`config.mk`:
```
export PLATFORM = sky130hd
export DESIGN_NAME = polyphonic_tone_table
export DESIGN_NICKNAME = d
export VERILOG_FILES = /design/src/hdl/ppt_pkg.sv /design/src/hdl/ppt_entry_ram.sv /design/src/hdl/ppt_ctrl.sv /design/src/hdl/polyphonic_tone_table.sv
export VERILOG_INCLUDE_DIRS = /design/src /design/src/hdl
export SDC_FILE = /design/constraint.sdc
export NUM_CORES = 2
export LEC_CHECK = 0
export BUFFER_PORTS_ARGS = -buffer_cell sky130_fd_sc_hd__buf_4
export CAP_MARGIN = 0
export CELL_PAD_IN_SITES_DETAIL_PLACEMENT = 1
export CELL_PAD_IN_SITES_GLOBAL_PLACEMENT = 1
export CORE_AREA = 2 2 320 322
export CTS_BUF_LIST = sky130_fd_sc_hd__clkbuf_4 sky130_fd_sc_hd__clkbuf_8 sky130_fd_sc_hd__clkbuf_16
export DETAILED_ROUTE_END_ITERATION = 10
export DIE_AREA = 0 0 322 324
export PLACE_DENSITY_LB_ADDON = 0.1
export SETUP_SLACK_MARGIN = 0.3
export SKIP_LAST_GASP = 1
export SLEW_MARGIN = 20
export SYNTH_ARGS = -nofsm -noshare
export SYNTH_HDL_FRONTEND = slang
export SYNTH_SLANG_ARGS = --single-unit
```
`constraint.sdc`:
```
create_clock -name aclk -period 7.12 [get_ports aclk]
set_input_delay 1.78 -clock aclk [delete_from_list [all_inputs] [get_ports aclk]]
set_output_delay 1.78 -clock aclk [all_outputs]
set_load 0.005 [all_outputs]
```
`src/hdl/assert_macros.svh`:
```
// Assertion macros used by the RTL file polyphonic_tone_table.sv.
// They expand to nothing when SYNTHESIS is defined.
`ifndef ASSERT_MACROS_SVH
`define ASSERT_MACROS_SVH

`ifndef SYNTHESIS

`define PPT_ASSERT_IMP(lbl, clk, rst_n, ante, cons) \
    lbl: assert property (@(posedge clk) disable iff (!(rst_n)) (ante) |-> (cons)) \
        else $error("Implication check failed.");

`define PPT_ASSERT_NXT(lbl, clk, rst_n, ante, cons) \
    lbl: assert property (@(posedge clk) disable iff (!(rst_n)) (ante) |=> (cons)) \
        else $error("Next-cycle check failed.");

`else

`define PPT_ASSERT_IMP(lbl, clk, rst_n, ante, cons)

`define PPT_ASSERT_NXT(lbl, clk, rst_n, ante, cons)

`endif

`endif

```
`src/hdl/ppt_pkg.sv`:
```
`timescale 1ns / 1ps
`default_nettype none

package ppt_pkg;

    localparam logic [1:0] OP_ACTIVATE   = 2'd0;
    localparam logic [1:0] OP_DEACTIVATE = 2'd1;
    localparam logic [1:0] OP_EXPIRE     = 2'd2;

    localparam logic STATUS_OK   = 1'b0;
    localparam logic STATUS_FULL = 1'b1;

    typedef struct packed {
        logic [1:0]  operation;
        logic [6:0]  note;
        logic [31:0] start_time;
        logic [31:0] sustain_time;
        logic [31:0] now_time;
    } in_word_t;

    typedef struct packed {
        logic       status;
        logic [4:0] active_count;
    } out_word_t;

    typedef struct packed {
        logic [6:0]  note;
        logic [31:0] start_time;
        logic [31:0] sustain_time;
    } entry_t;

    typedef enum logic [2:0] {
        ST_IDLE,
        ST_READ,
        ST_TEST,
        ST_READ_LAST,
        ST_MOVE,
        ST_APPEND,
        ST_FINISH
    } state_t;

endpackage

`default_nettype wire

```
`src/hdl/ppt_entry_ram.sv`:
```
`timescale 1ns / 1ps
`default_nettype none

module ppt_entry_ram #(
    parameter int DEPTH  = 16,
    parameter int ADDR_W = 4
) (
    input  wire logic              aclk,
    input  wire logic              wr_en,
    input  wire logic [ADDR_W-1:0] wr_addr,
    input  wire ppt_pkg::entry_t   wr_data,
    input  wire logic [ADDR_W-1:0] rd_addr,
    output ppt_pkg::entry_t        rd_data
);
    import ppt_pkg::*;

    entry_t mem [DEPTH];

    always_ff @(posedge aclk) begin
        if (wr_en) begin
            mem[wr_addr] <= wr_data;
        end
    end

    always_ff @(posedge aclk) begin
        rd_data <= mem[rd_addr];
    end

endmodule

`default_nettype wire

```
`src/hdl/ppt_ctrl.sv`:
```
`timescale 1ns / 1ps
`default_nettype none

module ppt_ctrl #(
    parameter int POLYPHONY = 16,
    parameter int CNT_W     = 5,
    parameter int IDX_W     = 4
) (
    input  wire logic             aclk,
    input  wire logic             aresetn,
    input  wire logic             in_valid,
    output logic                  in_ready,
    input  wire ppt_pkg::in_word_t in_data,
    input  wire logic             out_free,
    output logic                  res_done,
    output ppt_pkg::out_word_t    res_data,
    output logic                  ram_we,
    output logic [IDX_W-1:0]      ram_waddr,
    output ppt_pkg::entry_t       ram_wdata,
    output logic [IDX_W-1:0]      ram_raddr,
    input  wire ppt_pkg::entry_t  ram_rdata
);
    import ppt_pkg::*;

    localparam logic [CNT_W-1:0] POLY_CNT = CNT_W'(POLYPHONY);

    state_t           state_reg, state_next;
    logic [CNT_W-1:0] count_reg, count_next;
    logic [CNT_W-1:0] idx_reg, idx_next;
    logic             status_reg, status_next;
    in_word_t         item_reg, item_next;

    logic [CNT_W-1:0] last_cnt;
    logic [32:0]      end_sum;
    logic             expired;
    logic             hit;
    logic             scan_done;

    assign last_cnt  = count_reg - CNT_W'(1);
    assign end_sum   = {1'b0, ram_rdata.start_time} + {1'b0, ram_rdata.sustain_time};
    assign expired   = end_sum <= {1'b0, item_reg.now_time};
    assign hit       = (item_reg.operation == OP_EXPIRE) ? expired
                                                         : (ram_rdata.note == item_reg.note);
    assign scan_done = idx_reg >= count_reg;

    always_ff @(posedge aclk) begin
        if (!aresetn) begin
            state_reg  <= ST_IDLE;
            count_reg  <= '0;
            idx_reg    <= '0;
            status_reg <= STATUS_OK;
        end else begin
            state_reg  <= state_next;
            count_reg  <= count_next;
            idx_reg    <= idx_next;
            status_reg <= status_next;
        end
    end

    always_ff @(posedge aclk) begin
        item_reg <= item_next;
    end

    always_comb begin
        state_next = state_reg;
        case (state_reg)
            ST_IDLE: begin
                if (in_valid) begin
                    if (in_data.operation inside {OP_ACTIVATE, OP_DEACTIVATE, OP_EXPIRE}) begin
                        state_next = ST_READ;
                    end else begin
                        state_next = ST_FINISH;
                    end
                end
            end
            ST_READ: begin
                if (scan_done) begin
                    if (item_reg.operation == OP_ACTIVATE && count_reg < POLY_CNT) begin
                        state_next = ST_APPEND;
                    end else begin
                        state_next = ST_FINISH;
                    end
                end else begin
                    state_next = ST_TEST;
                end
            end
            ST_TEST: begin
                if (hit) begin
                    state_next = (item_reg.operation == OP_ACTIVATE) ? ST_FINISH : ST_READ_LAST;
                end else begin
                    state_next = ST_READ;
                end
            end
            ST_READ_LAST: state_next = ST_MOVE;
            ST_MOVE:      state_next = ST_READ;
            ST_APPEND:    state_next = ST_FINISH;
            ST_FINISH: begin
                if (out_free) begin
                    state_next = ST_IDLE;
                end
            end
            default:      state_next = ST_IDLE;
        endcase
    end

    always_comb begin
        in_ready    = 1'b0;
        res_done    = 1'b0;
        idx_next    = idx_reg;
        count_next  = count_reg;
        status_next = status_reg;
        item_next   = item_reg;
        ram_we      = 1'b0;
        ram_waddr   = idx_reg[IDX_W-1:0];
        ram_wdata   = ram_rdata;
        ram_raddr   = idx_reg[IDX_W-1:0];
        case (state_reg)
            ST_IDLE: begin
                in_ready = 1'b1;
                if (in_valid) begin
                    item_next   = in_data;
                    idx_next    = '0;
                    status_next = STATUS_OK;
                end
            end
            ST_READ: begin
                if (scan_done && item_reg.operation == OP_ACTIVATE
                        && count_reg >= POLY_CNT) begin
                    status_next = STATUS_FULL;
                end
            end
            ST_TEST: begin
                if (!hit) begin
                    idx_next = idx_reg + CNT_W'(1);
                end
            end
            ST_READ_LAST: begin
                ram_raddr = last_cnt[IDX_W-1:0];
            end
            ST_MOVE: begin
                ram_we     = 1'b1;
                count_next = last_cnt;
            end
            ST_APPEND: begin
                ram_we                 = 1'b1;
                ram_waddr              = count_reg[IDX_W-1:0];
                ram_wdata.note         = item_reg.note;
                ram_wdata.start_time   = item_reg.start_time;
                ram_wdata.sustain_time = item_reg.sustain_time;
                count_next             = count_reg + CNT_W'(1);
            end
            ST_FINISH: begin
                res_done = out_free;
            end
            default: begin
                in_ready = 1'b0;
            end
        endcase
    end

    assign res_data.status       = status_reg;
    assign res_data.active_count = 5'(count_reg);

endmodule

`default_nettype wire

```
`src/hdl/polyphonic_tone_table.sv`:
```
`timescale 1ns / 1ps
`default_nettype none

// Channel   Ports                        Word
// input     s_valid, s_ready, s_data     ppt_pkg::in_word_t
// result    m_valid, m_ready, m_data     ppt_pkg::out_word_t
//
// One word is handled at a time; s_ready is high only while the sequencer is idle.
// A word reads and tests the entries in turn. Activate stops at a note already present
// and else appends it if the table has room; deactivate and expire move the last entry
// into the place of each removed one, and an unused code goes straight to the finish.
// Reset is synchronous and empties the table. The last cycle of a word waits while the
// output register holds an unread result, which sits there while the next word is taken.

`include "assert_macros.svh"

module polyphonic_tone_table #(
    parameter int POLYPHONY = 16
) (
    input  wire logic              aclk,
    input  wire logic              aresetn,
    input  wire logic              s_valid,
    output logic                   s_ready,
    input  wire ppt_pkg::in_word_t s_data,
    output logic                   m_valid,
    input  wire logic              m_ready,
    output ppt_pkg::out_word_t     m_data
);
    import ppt_pkg::*;

    localparam int CNT_W   = $clog2(POLYPHONY + 1);
    localparam int IDX_W   = (POLYPHONY > 1) ? $clog2(POLYPHONY) : 1;
    localparam int ACT_MAX = (POLYPHONY > 31) ? 31 : POLYPHONY;

    logic             m_valid_reg, m_valid_next;
    out_word_t        m_data_reg, m_data_next;
    logic             out_free;
    logic             res_done;
    out_word_t        res_data;
    logic             ram_we;
    logic [IDX_W-1:0] ram_waddr;
    entry_t           ram_wdata;
    logic [IDX_W-1:0] ram_raddr;
    entry_t           ram_rdata;

    assign out_free = !m_valid_reg || m_ready;

    ppt_ctrl #(
        .POLYPHONY (POLYPHONY),
        .CNT_W     (CNT_W),
        .IDX_W     (IDX_W)
    ) u_ctrl (
        .aclk      (aclk),
        .aresetn   (aresetn),
        .in_valid  (s_valid),
        .in_ready  (s_ready),
        .in_data   (s_data),
        .out_free  (out_free),
        .res_done  (res_done),
        .res_data  (res_data),
        .ram_we    (ram_we),
        .ram_waddr (ram_waddr),
        .ram_wdata (ram_wdata),
        .ram_raddr (ram_raddr),
        .ram_rdata (ram_rdata)
    );

    ppt_entry_ram #(
        .DEPTH  (POLYPHONY),
        .ADDR_W (IDX_W)
    ) u_ram (
        .aclk    (aclk),
        .wr_en   (ram_we),
        .wr_addr (ram_waddr),
        .wr_data (ram_wdata),
        .rd_addr (ram_raddr),
        .rd_data (ram_rdata)
    );

    always_comb begin
        m_valid_next = m_valid_reg;
        m_data_next  = m_data_reg;
        if (res_done) begin
            m_valid_next = 1'b1;
            m_data_next  = res_data;
        end else if (m_ready) begin
            m_valid_next = 1'b0;
        end
    end

    always_ff @(posedge aclk) begin
        if (!aresetn) begin
            m_valid_reg <= 1'b0;
        end else begin
            m_valid_reg <= m_valid_next;
        end
    end

    always_ff @(posedge aclk) begin
        m_data_reg <= m_data_next;
    end

    assign m_valid = m_valid_reg;
    assign m_data  = m_data_reg;

    `PPT_ASSERT_NXT(a_busy_after_accept, aclk, aresetn, s_valid && s_ready, !s_ready)
    `PPT_ASSERT_NXT(a_result_registered, aclk, aresetn, res_done, m_valid && m_data == $past(res_data))
    `PPT_ASSERT_IMP(a_count_bound, aclk, aresetn, m_valid, m_data.active_count <= 5'(ACT_MAX))
    `PPT_ASSERT_IMP(a_full_count, aclk, aresetn, m_valid && m_data.status == STATUS_FULL, m_data.active_count == 5'(POLYPHONY))

endmodule

`default_nettype wire

```
## Word-level counts from Yosys, hierarchy flattened

Memory sizes are Yosys's and may differ from the RTL's. A register that Yosys moved wholly into a read port is not among the register bits.
Index checks and enable logic that the tools add are counted.

| cells by class | value |
|---|---|
| add/subtract/negate cells | 4 |
| order comparisons | 4 |
| eq/ne operators | 14 |
| muxes and demuxes | 26 |
| reductions and logical operators | 18 |

Operators by type and width:

| operator | count |
|---|---|
| 71-bit two-way mux | 1 |
| 32-bit by 32-bit adder with 33-bit output | 1 |
| 33-bit by 32-bit <= comparator with 1-bit output | 1 |
| 3-bit one-hot mux with 7 select lines | 1 |
| 5-bit one-hot mux with 2 select lines | 2 |
| 3-bit two-way mux | 6 |
| 5-bit by 1-bit adder with 5-bit output (second input constant) | 2 |
| 1-bit two-way mux | 10 |
| 5-bit two-way mux | 2 |
| 3-bit == test (second input constant) | 3 |
| 4-bit two-way mux | 2 |
| 2-bit nonzero test | 4 |
| 7-bit == test | 1 |
| 3-bit by 2-bit == test with 1-bit output (second input constant) | 2 |
| 3-bit AND reduction | 2 |
| 5-bit greater-or-equal comparator | 1 |
| 5-bit greater-or-equal comparator (second input constant) | 1 |
| 5-bit < comparator (second input constant) | 1 |
| 5-bit by 1-bit subtractor with 5-bit output (second input constant) | 1 |
| 2-bit == test (second input constant) | 2 |
| 2-bit zero test | 2 |
| 2-bit by 1-bit != test with 1-bit output (second input constant) | 2 |
| 2-bit != test (second input constant) | 2 |
| 2-bit AND reduction | 2 |
| other kinds (10) | 12 |

| storage, ports and cells | value |
|---|---|
| flip-flop bits (word level) | 126 |
| memory bits (writable) | 1,136 |
| input bits | 109 |
| output and inout bits | 8 |
| logic and storage cells | 79 |
| memories | 1 |

Memories:

| memory | depth | bits a word | rd ports | clocked after Yosys merged registers in | write ports | line | text |
|---|---|---|---|---|---|---|---|
| u_ram.mem | 16 | 71 | 1 | 1 | 1 | ppt_entry_ram.sv:17 | `entry_t mem [DEPTH];` |

## Logic depth before layout (Yosys ltp)

| logic depth | value |
|---|---|
| depth in word-level cells | 5 |
| gate-level depth with buffers | 20 |
| depth with buffers taken out | 20 |

## By module

A second synthesis with hierarchy kept.

| unflattened totals | value |
|---|---|
| cells, all modules | 2,503 |
| area, all modules | 51,689.6 um^2 |

By module, submodules not included:

| module | instances | cells an instance | area each (um^2) | sequential area each (um^2) |
|---|---|---|---|---|
| ppt_entry_ram | 1 | 1,826 | 43,912.1 | 35,534.1 |
| ppt_ctrl | 1 | 667 | 7,548.5 | 3,433.3 |
| polyphonic_tone_table | 1 | 10 | 229.0 | 200.2 |

## Worst setup path before layout

No wires, ideal clock.

| timing | value |
|---|---|
| path type | flip-flop to flip-flop |
| start point | register u_ctrl.state_reg[2] |
| end point | memory u_ram.mem[0][0] (netlist name) (enable) |
| setup time | 0.501 ns |
| arrival | 4.357 ns |
| data required time | 6.619 ns |
| setup slack | 2.263 ns |
| cell stages (with the launch flop) | 8 |
| buffers on the path | 2 |
| clock period less this slack | 4.857 ns |
| cells stage by stage | dfxtp_1 -> clkbuf_1 -> nor2b_1 -> nand2_1 -> clkbuf_1 -> nor3_1 -> a31oi_1 -> nor2_1 |

| between the ends | value |
|---|---|
| word-level cells in the longest chain between the ends | 5 |
| elaborated cells on any way between the ends | 7 |
| those cells by class | 2 x eq/ne; 4 x mux; 1 x reduce/logical |

RTL lines:

| what | line | text |
|---|---|---|
| start: declaration | ppt_ctrl.sv:27 | `state_t state_reg, state_next;` |
| start signal: assignment | ppt_ctrl.sv:53 | `state_reg <= state_next;` |
| 3-bit == test | ppt_ctrl.sv:117 | `case (state_reg)` |
| 2-bit OR reduction (no line) | -- |  |
| 1-bit two-way mux | ppt_ctrl.sv:117 |  |
| 1-bit two-way mux | ppt_entry_ram.sv:20 | `if (wr_en) begin` |
| 1-bit two-way mux (not written as such) | ppt_entry_ram.sv:21 | `mem[wr_addr] <= wr_data;` |
| end: declaration | ppt_entry_ram.sv:17 |  |

Parallel ways exist; a longest one is shown, timed or not.

## Worst setup path in the final report

| timing | value |
|---|---|
| start point | register, netlist name u_ram.rd_data[0] |
| end point | register u_ctrl.idx_reg[2] |

| between the ends | value |
|---|---|
| word-level cells in the longest chain between the ends | 5 |

RTL lines:

| what | line | text |
|---|---|---|
| 32-bit by 32-bit adder with 33-bit output | ppt_ctrl.sv:40 | `assign end_sum = {1'b0, ram_rdata.start_time} + {1'b0, ram_rdata.sustain_time};` |
| 33-bit by 32-bit <= comparator with 1-bit output | ppt_ctrl.sv:41 | `assign expired = end_sum <= {1'b0, item_reg.now_time};` |
| 1-bit two-way mux | ppt_ctrl.sv:42 | `assign hit = (item_reg.operation == OP_EXPIRE) ? expired` |
| 2-bit != test (no line) | -- |  |
| 3-bit AND reduction (no line) | -- |  |
| end signal: assignment | ppt_ctrl.sv:55 | `idx_reg <= idx_next;` |
| end: declaration | ppt_ctrl.sv:29 | `logic [CNT_W-1:0] idx_reg, idx_next;` |

Every way passes these cells.
A chain may end at the register's enable or synchronous reset.

==> key figures <==
Synthesis
  – Post-Syn Nets: 3819
  – Synth Register Bits: 1333
  – Most used DFF post-synth: edfxtp_1
  – Seq/Total Area, Yosys: 0.7256
  – Syn Area/Cell: 14.84 µm²
  – Library cells used by synthesis: 71
  – Post-synth EDFFs: 1247
  – Synthesized cell area: 53980 µm²
  – Ys async rst share: 0
  – Cell count after synthesis: 3637
  – Synth warn: 0

Worst setup path
  – Crit path cell chain: ha_1, inv_1, fa_1, or2b_1, a21oi_1, o21ai_1, a21o_2, a21oi_1, a211o_1, a21oi_1, xnor2_1, ha_1, nand4_1, nor4_1, nand2_1, o31a_1, o31a_1, a2111o_1, a21o_1, a21oi_1
  – CP max FO: 8
  – Worst Path Required: 7.80 ns
  – R2R Path End: u_ctrl.idx_reg[2]$_SDFFE_PN0P_
  – Crit path buffers/inverters: 1
  – Startpoint Class: flip-flop
  – CP top delay family: compound AO/OA/AOI/OAI gates
  – Flop2flop setup slack: 1.96 ns
  – Slowest CP cell: a2111o_1
  – Most common cell on crit path: a21oi_1
  – Crit Path Class: reg -> reg
  – Max incr delay on CP: 0.58 ns
  – WP data arrival: 5.84 ns
  – R2R Path Start: u_ram.rd_data[0]$_DFF_P_
  – CP endpoint kind: flip-flop
  – R2R depth: 20

Global routing
  – First-pass GRT wire length: 222700 µm
  – Total grt overflow: 0
  – Pin count of the biggest net entering global routing: 167
  – Total track usage: 0.2926
  – Initial antenna violation count: 13
  – Vias in the first global route: 33860

Timing
  – Final setup viols: 0
  – RSZ-0062 raised after global routing: false
  – Slew headroom: 0.2412
  – Clock Skew: 0.01834 ns
  – Setup total negative slack: 0 ns
  – Final Hold Fails: 0
  – Period Utilization, post-route: 0.7250
  – Maximum clock rate: 193.7 MHz
  – Final WS setup: 1.958 ns
  – Fin crit period: 5.162 ns
  – Max-slew violations: 0
  – Worst-Margin Slew: 1.133 ns

Detailed routing
  – Post-route DRC: 0
  – 1st-iter DRT viols: 2760
  – Via Count: 32510
  – First-pass DRT Iterations: 5
  – Routed Antenna Nets: 0
  – DR WL/cell: 29.47 µm
  – Routed wire length: 151500 µm
  – Drt via density: 6.325

Layout
  – Footprint of the multi-input gates: 13800 µm²
  – Max reg flops: 1136
  – Sequential standard cell area: 39170 µm²
  – Share of layout cells above drive strength 1: 0.1340
  – Total Nets Final: 3896
  – Area Growth Syn to Fin: 13.29%
  – Most common cell after layout, fill and taps aside: edfxtp_1
  – Final core occ: 0.6054
  – Fillers: 9159
  – Most frequent cells in the layout: 1247 x edfxtp_1, 500 x a211oi_1, 326 x nand2_1, 189 x a21oi_1, 177 x and2_0

Place
  – Routability cong.: 0.8629
  – Pre-CTS setup slack: 2.040 ns
  – Port bufs: 116
  – Post-detail-place hpwl: 83080 µm

Die
  – Boundary Pins: 117
  – Cell row count: 117
  – Initial Utilization: 0.5344
  – Vert. Die Dim: 324 µm
  – Die Width: 322 µm
  – Core Region: 101000 µm²
  – Die footprint: 104300 µm²

Hold path
  – Hold path startpoint: u_ctrl.status_reg$_SDFFE_PN0P_
  – Hold-critical path depth: 0
  – Worst hold path endpoint: m_data[5]$_DFFE_PP_
  – Worst hold path class: reg -> reg

Power
  – Leak: 0.02100 µW
  – Power Total: 24620 µW
  – PD cells: 402.5 nW/µm²
  – Worst vdd ir: 244.6 µV

Clocking
  – # Post-CTS Setup Buffers: 0
  – CTS tree: done
  – Worst-Skew Late Latency: 0.77 ns
  – Clk sinks: 1333
  – TritonCTS Buffers: 141
  – Clk slew on worst S/H paths: 0.06 ns
  – CTS Buffer Depth: 3
  – Quantity of hold-fixing buffers added after cts: 0
  – CTS H-tree depth: 4
  – Clock Root Buffer: clkbuf_16
  – Post_cts resized: 0

Run
  – Number of max-cap violations: 0

Run status
  – Status: finished clean
-- where the power goes --
group | total [µW] | leakage [µW] | internal (µW) | switching [µW]
Clock | 7440 | 0.00237 | 4400 | 3040
Combinational | 6430 | 0.00665 | 2070 | 4350
Sequential | 10700 | 0.0120 | 10200 | 521
-- cells in the mapped netlist, types with 6 or more instances --
library cell,instances,share of area
nand2_1,327,0.023
nand3_1,14,0.0013
clkbuf_1,179,0.012
nand4_1,8,0.00093
o21ai_0,19,0.0018
edfxtp_1,1247,0.69
o21ai_1,6,0.00056
xor2_1,8,0.0013
mux2i_1,145,0.027
a21oi_1,191,0.018
buf_4,9,0.0013
nor2_1,50,0.0035
inv_1,58,0.0040
and3_1,7,0.00081
a21o_1,22,0.0031
ha_1,72,0.017
buf_1,14,0.00097
nor3_1,14,0.0013
a211oi_1,500,0.070
and2_0,177,0.021
buf_2,30,0.0028
and2_1,116,0.013
dfxtp_1,86,0.032
xnor2_1,33,0.0054
mux2_2,72,0.015
a31oi_1,149,0.017
-- per-layer routing --
layer  wire [µm]  GRT usage
met5          41          0
met4        5378     0.1114
met3        9670    0.05057
met2       72550     0.4771
met1       63810     0.3956
-- worst max path at each step --
stage	startpoint	endpoint	slack [ns]	cells past startpoint
floorplan	u_ctrl.state_reg[2]$_SDFFE_PN0P_	u_ram.mem[0][0]$_DFFE_PP_	2.26	7
global placement	u_ram.rd_data[0]$_DFF_P_	u_ctrl.idx_reg[0]$_SDFFE_PN0P_	2.21	20
detailed placement	u_ram.rd_data[0]$_DFF_P_	u_ctrl.idx_reg[2]$_SDFFE_PN0P_	2.04	20
CTS	u_ram.rd_data[0]$_DFF_P_	u_ctrl.idx_reg[2]$_SDFFE_PN0P_	1.97	20
global route	u_ram.rd_data[0]$_DFF_P_	u_ctrl.idx_reg[2]$_SDFFE_PN0P_	1.70	20
finish	u_ram.rd_data[0]$_DFF_P_	u_ctrl.idx_reg[2]$_SDFFE_PN0P_	1.96	20
-- logic make-up (layout without fill, tap and decap cells) --
kind of cell | Yosys count | in the layout | synth area share
multiplexers | 218 | 218 | 0.04219
AO/OA/AOI/OAI | 931 | 931 | 0.1174
flip-flops | 1333 | 1333 | 0.7256
other | 0 | 4 | 0
adder cells (fa/ha/maj) | 73 | 73 | 0.01706
buffers and inverters | 293 | 483 | 0.02211
XOR/XNOR | 41 | 41 | 0.006652
AND/OR/NAND/NOR | 748 | 748 | 0.06903
-- metrics by stage --
stage                     instances  hold WS (ns)  area, µm²
after floorplan                3637        0.4064      53980
after global placement         4877        0.4281      56340
after detailed placement       4879        0.4274      56390
after CTS                      5135        0.4360      61120
after global routing           5136        0.4427      61140
final                          5140        0.4317      61150
-- worst reg2reg max path: cells and delay by family, from the launching register on --
kind	cells	cell delay [ns]
xor+xnor	1	0.14
fa+ha+maj	3	0.92
flops	1	0.34
compound gates	11	2.67
buf+inv	1	0.08
simple gates	4	0.93
-- final cells by class --
class                      instances  share of cell area
inverter                          58            0.003601
timing repair buffer             169             0.02578
antenna                            4           0.0001637
sequential                      1333              0.6405
clock buffer                     194             0.06670
tap                             1309             0.02678
multi-input combinational       2011              0.2257
clock inverter                    62             0.01080
No activity file was read; power rests on OpenSTA's default activity.
